`src/rtl/dfop_pkg.sv`:
```
`timescale 1ns / 1ps
// ----------------------------------------------------------------------------
// dfop_pkg
// Shared types and constants of the DHCP frame option parser.
// ----------------------------------------------------------------------------
package dfop_pkg;

  localparam int unsigned MAX_FRAME_BYTES_DEF = 2048;

  localparam int unsigned POS_TYPE_HI = 12;
  localparam int unsigned POS_TYPE_LO = 13;
  localparam int unsigned POS_PROTO   = 23;
  localparam int unsigned POS_PORT_HI = 36;
  localparam int unsigned POS_PORT_LO = 37;
  localparam int unsigned POS_OPTIONS = 282;

  localparam logic [15:0] ETHERTYPE_IPV4 = 16'h0800;
  localparam logic [7:0]  IP_PROTO_UDP   = 8'h11;
  localparam logic [15:0] UDP_PORT_SERV  = 16'd67;

  localparam logic [7:0] OPT_PAD      = 8'd0;
  localparam logic [7:0] OPT_HOSTNAME = 8'd12;
  localparam logic [7:0] OPT_MSG_TYPE = 8'd53;
  localparam logic [7:0] OPT_END      = 8'd255;

  localparam logic [7:0] MSG_DISCOVER = 8'd1;
  localparam logic [7:0] MSG_REQUEST  = 8'd3;

  typedef enum logic [1:0] {
    EV_OFFER = 2'd0,
    EV_ACK   = 2'd1,
    EV_NAME  = 2'd2
  } event_t;

  typedef enum logic [1:0] {
    PH_TYPE  = 2'd0,
    PH_LEN   = 2'd1,
    PH_VALUE = 2'd2,
    PH_DONE  = 2'd3
  } phase_t;

  typedef struct packed {
    logic       valid;
    event_t     ev;
    logic [7:0] name_byte;
    logic       name_last;
  } result_t;

endpackage

```
`src/rtl/dhcp_frame_option_parser.sv`:
```
`timescale 1ns / 1ps
// ----------------------------------------------------------------------------
// dhcp_frame_option_parser
// Parses DHCP options from a byte stream of Ethernet frames.
// ----------------------------------------------------------------------------
// Input channel in_*: one frame byte per request, in wire order; in_tlast
// marks the last byte of a frame. Headers are taken as fixed size, so DHCP
// options start at byte 282; frames that are not IPv4/UDP to port 67 give
// no results.
// Output channel out_*: zero or one result per input byte. An offer or ack
// event is raised by message type discover or request; hostname bytes follow
// one per request with out_tlast on the final byte of the option (or on the
// last byte of a truncated frame).
// An accepted byte's result is registered and appears on out_* in the next
// cycle. Throughput is one byte per cycle unless the receiver stalls, set
// by the single result register: in_tready is high whenever that register
// is empty or being drained. A stalled receiver holds the result register
// and in_tready drops until it is taken. Reset clears the frame position,
// header match and option state and empties the result register.
// ----------------------------------------------------------------------------
module dhcp_frame_option_parser #(
  parameter int unsigned MAX_FRAME_BYTES = dfop_pkg::MAX_FRAME_BYTES_DEF
) (
  input  logic       clk,
  input  logic       rst_n,
  input  logic       in_tvalid,
  output logic       in_tready,
  input  logic [7:0] in_tdata,   // [7:0] frame_byte
  input  logic       in_tlast,
  output logic       out_tvalid,
  input  logic       out_tready,
  output logic [7:0] out_tdata,  // [7:0] name_byte
  output logic [1:0] out_tuser,  // [1:0] event_res
  output logic       out_tlast
);

  logic              accept;
  logic              walk;
  dfop_pkg::result_t res;
  logic              out_valid_r;
  logic [1:0]        ev_r;
  logic [7:0]        name_r;
  logic              last_r;

  assign in_tready = !out_valid_r || out_tready;
  assign accept    = in_tvalid && in_tready;

  dfop_hdr #(
    .MAX_FRAME_BYTES(MAX_FRAME_BYTES)
  ) u_hdr (
    .clk       (clk),
    .rst_n     (rst_n),
    .accept    (accept),
    .frame_byte(in_tdata),
    .frame_end (in_tlast),
    .walk      (walk)
  );

  dfop_opt u_opt (
    .clk       (clk),
    .rst_n     (rst_n),
    .accept    (accept),
    .walk      (walk),
    .frame_byte(in_tdata),
    .frame_end (in_tlast),
    .res       (res)
  );

  always_ff @(posedge clk) begin
    if (!rst_n) begin
      out_valid_r <= 1'b0;
    end else if (in_tready) begin
      out_valid_r <= accept && res.valid;
    end
  end

  always_ff @(posedge clk) begin
    if (in_tready) begin
      ev_r   <= res.ev;
      name_r <= res.name_byte;
      last_r <= res.name_last;
    end
  end

  assign out_tvalid = out_valid_r;
  assign out_tdata  = name_r;
  assign out_tuser  = ev_r;
  assign out_tlast  = last_r;

endmodule

```
`src/rtl/dfop_hdr.sv`:
```
`timescale 1ns / 1ps
// ----------------------------------------------------------------------------
// dfop_hdr
// Frame byte counter and Ethernet/IPv4/UDP header match.
// ----------------------------------------------------------------------------
module dfop_hdr #(
  parameter int unsigned MAX_FRAME_BYTES = dfop_pkg::MAX_FRAME_BYTES_DEF
) (
  input  logic       clk,
  input  logic       rst_n,
  input  logic       accept,
  input  logic [7:0] frame_byte,
  input  logic       frame_end,
  output logic       walk
);

  localparam int unsigned POS_W = $clog2(MAX_FRAME_BYTES + 1);

  logic [POS_W-1:0] pos_r, pos_nxt;
  logic             match_r, match_nxt;
  logic [7:0]       hi_r, hi_nxt;
  logic             in_range;
  logic             in_hdr;

  assign in_range = pos_r < POS_W'(MAX_FRAME_BYTES);
  assign in_hdr   = pos_r < POS_W'(dfop_pkg::POS_OPTIONS);
  assign walk     = in_range && !in_hdr && match_r;

  always_comb begin
    pos_nxt   = pos_r;
    match_nxt = match_r;
    hi_nxt    = hi_r;
    if (in_range) begin
      pos_nxt = pos_r + POS_W'(1);
      if (in_hdr) begin
        if (pos_r == POS_W'(dfop_pkg::POS_TYPE_HI) ||
            pos_r == POS_W'(dfop_pkg::POS_PORT_HI)) begin
          hi_nxt = frame_byte;
        end else if (pos_r == POS_W'(dfop_pkg::POS_TYPE_LO)) begin
          if ({hi_r, frame_byte} != dfop_pkg::ETHERTYPE_IPV4) match_nxt = 1'b0;
        end else if (pos_r == POS_W'(dfop_pkg::POS_PROTO)) begin
          if (frame_byte != dfop_pkg::IP_PROTO_UDP) match_nxt = 1'b0;
        end else if (pos_r == POS_W'(dfop_pkg::POS_PORT_LO)) begin
          if ({hi_r, frame_byte} != dfop_pkg::UDP_PORT_SERV) match_nxt = 1'b0;
        end
      end
    end
    if (frame_end) begin
      pos_nxt   = '0;
      match_nxt = 1'b1;
      hi_nxt    = '0;
    end
  end

  always_ff @(posedge clk) begin
    if (!rst_n) begin
      pos_r   <= '0;
      match_r <= 1'b1;
      hi_r    <= '0;
    end else if (accept) begin
      pos_r   <= pos_nxt;
      match_r <= match_nxt;
      hi_r    <= hi_nxt;
    end
  end

endmodule

```
`src/rtl/dfop_opt.sv`:
```
`timescale 1ns / 1ps
// ----------------------------------------------------------------------------
// dfop_opt
// DHCP option list walker: message type events and hostname bytes.
// ----------------------------------------------------------------------------
module dfop_opt (
  input  logic              clk,
  input  logic              rst_n,
  input  logic              accept,
  input  logic              walk,
  input  logic [7:0]        frame_byte,
  input  logic              frame_end,
  output dfop_pkg::result_t res
);

  dfop_pkg::phase_t phase_r, phase_nxt;
  logic [7:0]       code_r, code_nxt;
  logic [7:0]       left_r, left_nxt;
  logic             first_r, first_nxt;

  always_comb begin
    phase_nxt     = phase_r;
    code_nxt      = code_r;
    left_nxt      = left_r;
    first_nxt     = first_r;
    res.valid     = 1'b0;
    res.ev        = dfop_pkg::EV_OFFER;
    res.name_byte = '0;
    res.name_last = 1'b0;
    if (walk) begin
      unique case (phase_r)
        dfop_pkg::PH_TYPE: begin
          if (frame_byte == dfop_pkg::OPT_END) begin
            phase_nxt = dfop_pkg::PH_DONE;
          end else if (frame_byte != dfop_pkg::OPT_PAD) begin
            code_nxt  = frame_byte;
            phase_nxt = dfop_pkg::PH_LEN;
          end
        end
        dfop_pkg::PH_LEN: begin
          left_nxt  = frame_byte;
          first_nxt = 1'b1;
          phase_nxt = (frame_byte == 8'd0) ? dfop_pkg::PH_TYPE : dfop_pkg::PH_VALUE;
        end
        dfop_pkg::PH_VALUE: begin
          if (code_r == dfop_pkg::OPT_MSG_TYPE && first_r) begin
            if (frame_byte == dfop_pkg::MSG_DISCOVER) begin
              res.valid = 1'b1;
              res.ev    = dfop_pkg::EV_OFFER;
            end else if (frame_byte == dfop_pkg::MSG_REQUEST) begin
              res.valid = 1'b1;
              res.ev    = dfop_pkg::EV_ACK;
            end
          end else if (code_r == dfop_pkg::OPT_HOSTNAME) begin
            res.valid     = 1'b1;
            res.ev        = dfop_pkg::EV_NAME;
            res.name_byte = frame_byte;
            res.name_last = (left_r == 8'd1) || frame_end;
          end
          first_nxt = 1'b0;
          left_nxt  = left_r - 8'd1;
          if (left_nxt == 8'd0) phase_nxt = dfop_pkg::PH_TYPE;
        end
        dfop_pkg::PH_DONE: begin
        end
        default: begin
        end
      endcase
    end
    if (frame_end) begin
      phase_nxt = dfop_pkg::PH_TYPE;
      code_nxt  = '0;
      left_nxt  = '0;
      first_nxt = 1'b0;
    end
  end

  always_ff @(posedge clk) begin
    if (!rst_n) begin
      phase_r <= dfop_pkg::PH_TYPE;
      code_r  <= '0;
      left_r  <= '0;
      first_r <= 1'b0;
    end else if (accept) begin
      phase_r <= phase_nxt;
      code_r  <= code_nxt;
      left_r  <= left_nxt;
      first_r <= first_nxt;
    end
  end

endmodule

```
`config.mk`:
```
export PLATFORM = sky130hd
export DESIGN_NAME = dhcp_frame_option_parser
export DESIGN_NICKNAME = d
export VERILOG_FILES = /design/src/rtl/dfop_pkg.sv /design/src/rtl/dhcp_frame_option_parser.sv /design/src/rtl/dfop_hdr.sv /design/src/rtl/dfop_opt.sv
export SDC_FILE = /design/constraint.sdc
export NUM_CORES = 1
export LEC_CHECK = 0
export ABC_AREA = 1
export BUFFER_PORTS_ARGS = -buffer_cell sky130_fd_sc_hd__buf_4
export CAP_MARGIN = 20
export CORE_MARGIN = 8
export CORE_UTILIZATION = 30
export CTS_CLUSTER_DIAMETER = 200
export DETAILED_ROUTE_END_ITERATION = 8
export SLEW_MARGIN = 30
export SYNTH_ARGS = -nofsm -noshare
export SYNTH_HDL_FRONTEND = slang
export SYNTH_SLANG_ARGS = --single-unit
```
`constraint.sdc`:
```
create_clock -name clk -period 1.6 [get_ports clk]
set_clock_uncertainty 0.1 [all_clocks]
set_input_delay 0.08 -clock clk [delete_from_list [all_inputs] [get_ports clk]]
set_output_delay 0.08 -clock clk [all_outputs]
set_load 0.005 [all_outputs]
```
==> results.sh <==
export IMPL_outcome="complete, but fails checks"
export IMPL_violations="negative hold slack, negative setup slack"
export IMPL_synth_area_mux_share=0
export IMPL_synth_edff_count=11
export IMPL_p_per_area_mw_per_mm2=686.3
export IMPL_synth_net_count=433
export IMPL_clock_latency_ns=0.31
export IMPL_ir_drop_mv=0.3592
export IMPL_drc=0
export IMPL_ys_types=40
export IMPL_drt_wl_total_mm=8.289
export IMPL_syn_to_final_growth_pct=36.70
export IMPL_whs_ns=-0.05476
export IMPL_hold_viol=9
export IMPL_synth_simple_area_share=0.3515
export IMPL_fin_crit_sh=1.033
export IMPL_antenna_found_initial=0
export IMPL_vias_per_cell=4.765
export IMPL_clkTransAtPathRegs_ns=0.11
export IMPL_dp_hpwl_mm=6.120
export IMPL_final_max_slew_violation_count=0
export IMPL_pin_count=26
export IMPL_startpoint_type="flop"
export IMPL_grt_ovfl_total=0
export IMPL_final_instance_count_excl_fill=620
export IMPL_syn_avg_cell_area_um2=7.282
export IMPL_antennaDiodeCount=0
export IMPL_gr_usage_met1=0.1534
export IMPL_grt_busiest_layer="met2"
export IMPL_clockBufferDepth=2
export IMPL_synth_common_cells="nor2_1 (59), nand2_1 (55), inv_1 (50), nand3_1 (50), dfxtp_1 (41)"
export IMPL_min_to="u_opt.phase_r[1]"
export IMPL_min_path_type="in2reg"
export IMPL_leakage_nw=1.722
export IMPL_die_x_um=116.0
export IMPL_async_reset_ff_frac=0
export IMPL_port_buffers=25
export IMPL_crit_fanout=5
export IMPL_crit_arrival_ns=1.77
export IMPL_routabilityCongestion=0.8783
export IMPL_yosysSeqAreaShare=0.3837
export IMPL_crit_type="reg2reg"
export IMPL_numCtsBuffers=5
export IMPL_reg2reg_depth=10
export IMPL_grt_pass1_vias=2887
export IMPL_die_area_mm2=0.01346
export IMPL_synth_compound_area_frac=0.1318
export IMPL_place_inst=599
export IMPL_grt_use_total=0.1255
export IMPL_htreeDepth=2
export IMPL_drt_iter0_drc=169
export IMPL_synth_top_family_by_area="simple AND/OR/NAND/NOR gates"
export IMPL_synth_main_ff_cell="dfxtp_1"
export IMPL_critPathCaptureType="flop"
export IMPL_layout_min_cycle_time_ns=1.652
export IMPL_relSlewSlack=0.7924
export IMPL_synth_adder_area_share=0.03336
export IMPL_yosys_warnings=0
export IMPL_ys_ff_latch=52
export IMPL_core_mm2=0.009729
export IMPL_synth_most_common_cell="nor2_1"
export IMPL_synth_top_area_cell="dfxtp_1"
export IMPL_whs_path_depth=3
export IMPL_fin_nets=507
export IMPL_max_freq_mhz=605.3
export IMPL_r2r_slack_ns=-0.05
export IMPL_synth_cells=412
export IMPL_tightest_slew_ns=0.3103
export IMPL_cts_root_buf="clkbuf_8"
export IMPL_synthTopCellsByArea="dfxtp_1 (27%), edfxtp_1 (11%), nand3_1 (8.3%), nor2_1 (7.4%), nand2_1 (6.9%)"
export IMPL_netlist_area_mm2=0.003000
export IMPL_drv_cap=0
export IMPL_worstPathRequired_ns=1.72
export IMPL_r2r_start="u_opt.left_r[1]"
export IMPL_wl_per_cell_um=13.37
export IMPL_rsz0062_at_grt="yes"
export IMPL_worstHoldStart="rst_n"
export IMPL_timing_rr_end="u_opt.phase_r[0]"
export IMPL_synth_xor_area_frac=0.005838
export IMPL_die_h_um=116.0
export IMPL_grt_pass1_wl_mm=13.50
export IMPL_dp_slack_ns=-0.08107
export IMPL_gr_usage_met3=0.02449
export IMPL_drive_gt1_frac=0.3943
export IMPL_vias=2954
export IMPL_synth_top_area_share=0.2736
export IMPL_setup_violations_final=11
export IMPL_clkSinkCount=52
export IMPL_tritoncts="built"
export IMPL_detail_route_antenna_nets=0
export IMPL_grt_max_degree=19
export IMPL_grt_util_met2=0.2162
export IMPL_initial_core_util=0.3084
export IMPL_fin_ws_ns=-0.05207
export IMPL_first_pass_iters=5
export IMPL_rows=36
-- logic make-up after synthesis --
family	Yosys count
and+or+nand+nor	214
AOI/OAI and AO/OA	69
buffers and inverters	67
DFF	52
adders and majority gates	8
xor gates and xnor gates	2
-- placed cells by master, fill, tap and decap left out, types with 11 or more instances in the layout --
master / instances
nor2_2: 11
a21oi_2: 16
nand3_2: 11
nand2_1: 51
nor2_1: 49
nand3_1: 37
nand2_2: 11
nand4_1: 11
buf_4: 71
edfxtp_1: 11
o21ai_0: 13
a21oi_1: 23
inv_1: 43
dfxtp_1: 28
-- power breakdown --
| group | total, W | internal, W | switching [W] |
|---|---|---|---|
| clock | 0.000801 | 0.000322 | 0.000479 |
| sequential | 0.00140 | 0.00137 | 0.0000337 |
| combinational | 0.000612 | 0.000255 | 0.000358 |
| total | 0.00281 | 0.00194 | 0.000871 |
-- flip-flops by register name (all words and copies together) (netlist names) --
name           count
u_opt.first_r      1
u_hdr.pos_r       12
u_opt.left_r       8
out_tdata          8
out_tuser          2
u_hdr.hi_r         8
out_tlast          1
out_tvalid         1
u_hdr.match_r      1
u_opt.phase_r      2
u_opt.code_r       8
-- metal layers --
| metal | vias up | share of wire | routed length [um] |
|---|---|---|---|
| met2 | 72 | 0.50 | 4159 |
| met4 | 0 | 0.016 | 129 |
| met1 | 1350 | 0.43 | 3579 |
| li1 | 1519 | - | - |
| met5 | - | 0 | 0 |
| met3 | 13 | 0.051 | 420 |
-- worst max-delay path: stages, from the launching register on --
cell,delay (ns)
dfxtp_4,0.39
inv_4,0.04
ha_4,0.17
xnor2_2,0.16
nand2_1,0.10
nor2_2,0.10
nand3_1,0.09
o21ai_2,0.20
nand3_1,0.11
nand2_1,0.07
nor2_1,0.04
-- repair_timing --
item / 4_1_cts / 5_1_grt
endpoints found under the setup margin: 19 / 44
setup buffers: 3 / 11
gates cloned: 0 / 1
gates resized for setup: 17 / 80
pin swaps: 8 / 28
endpoints found under the hold margin: 9 / 7
-- worst max-delay path by stage --
stage,from,to,slack [ns],cells after the start
after detailed placement,u_opt.left_r[1],u_opt.phase_r[0],-0.08,10
final,u_opt.left_r[1],u_opt.phase_r[0],-0.05,10
after floorplan,u_opt.left_r[0],u_opt.phase_r[0],0.01,10
after global placement,u_opt.left_r[1],u_opt.phase_r[1],-0.01,10
after global routing,u_opt.left_r[1],u_opt.phase_r[0],-0.16,10
after CTS,u_opt.left_r[1],u_opt.phase_r[0],-0.03,10
-- metrics by stage --
step	TNS, ns	util	cell area, um^2	total power [W]
after floorplan	0	-	3008	0.001769
after global placement	-0.01253	0.3690	3590	0.001938
after detailed placement	-0.1380	0.3690	3590	0.001942
after CTS	-0.03806	0.3862	3757	0.002775
after global routing	-3.472	0.4216	4101	0.002984
final	-0.2925	0.4216	4101	0.002815
-- final cells by class --
| class | instances | area [um^2] |
|---|---|---|
| fillers | 1006 | 5628 |
| multi-input cells | 293 | 1832 |
| flip-flops and latches | 52 | 1175 |
| repair buffers | 76 | 589.3 |
| inverters | 57 | 236.5 |
| well taps | 133 | 166.4 |
| clock buffers | 5 | 68.82 |
| clock inverters | 3 | 27.53 |
| repair inverters | 1 | 6.256 |
No activity file was read; power rests on OpenSTA's default activity.
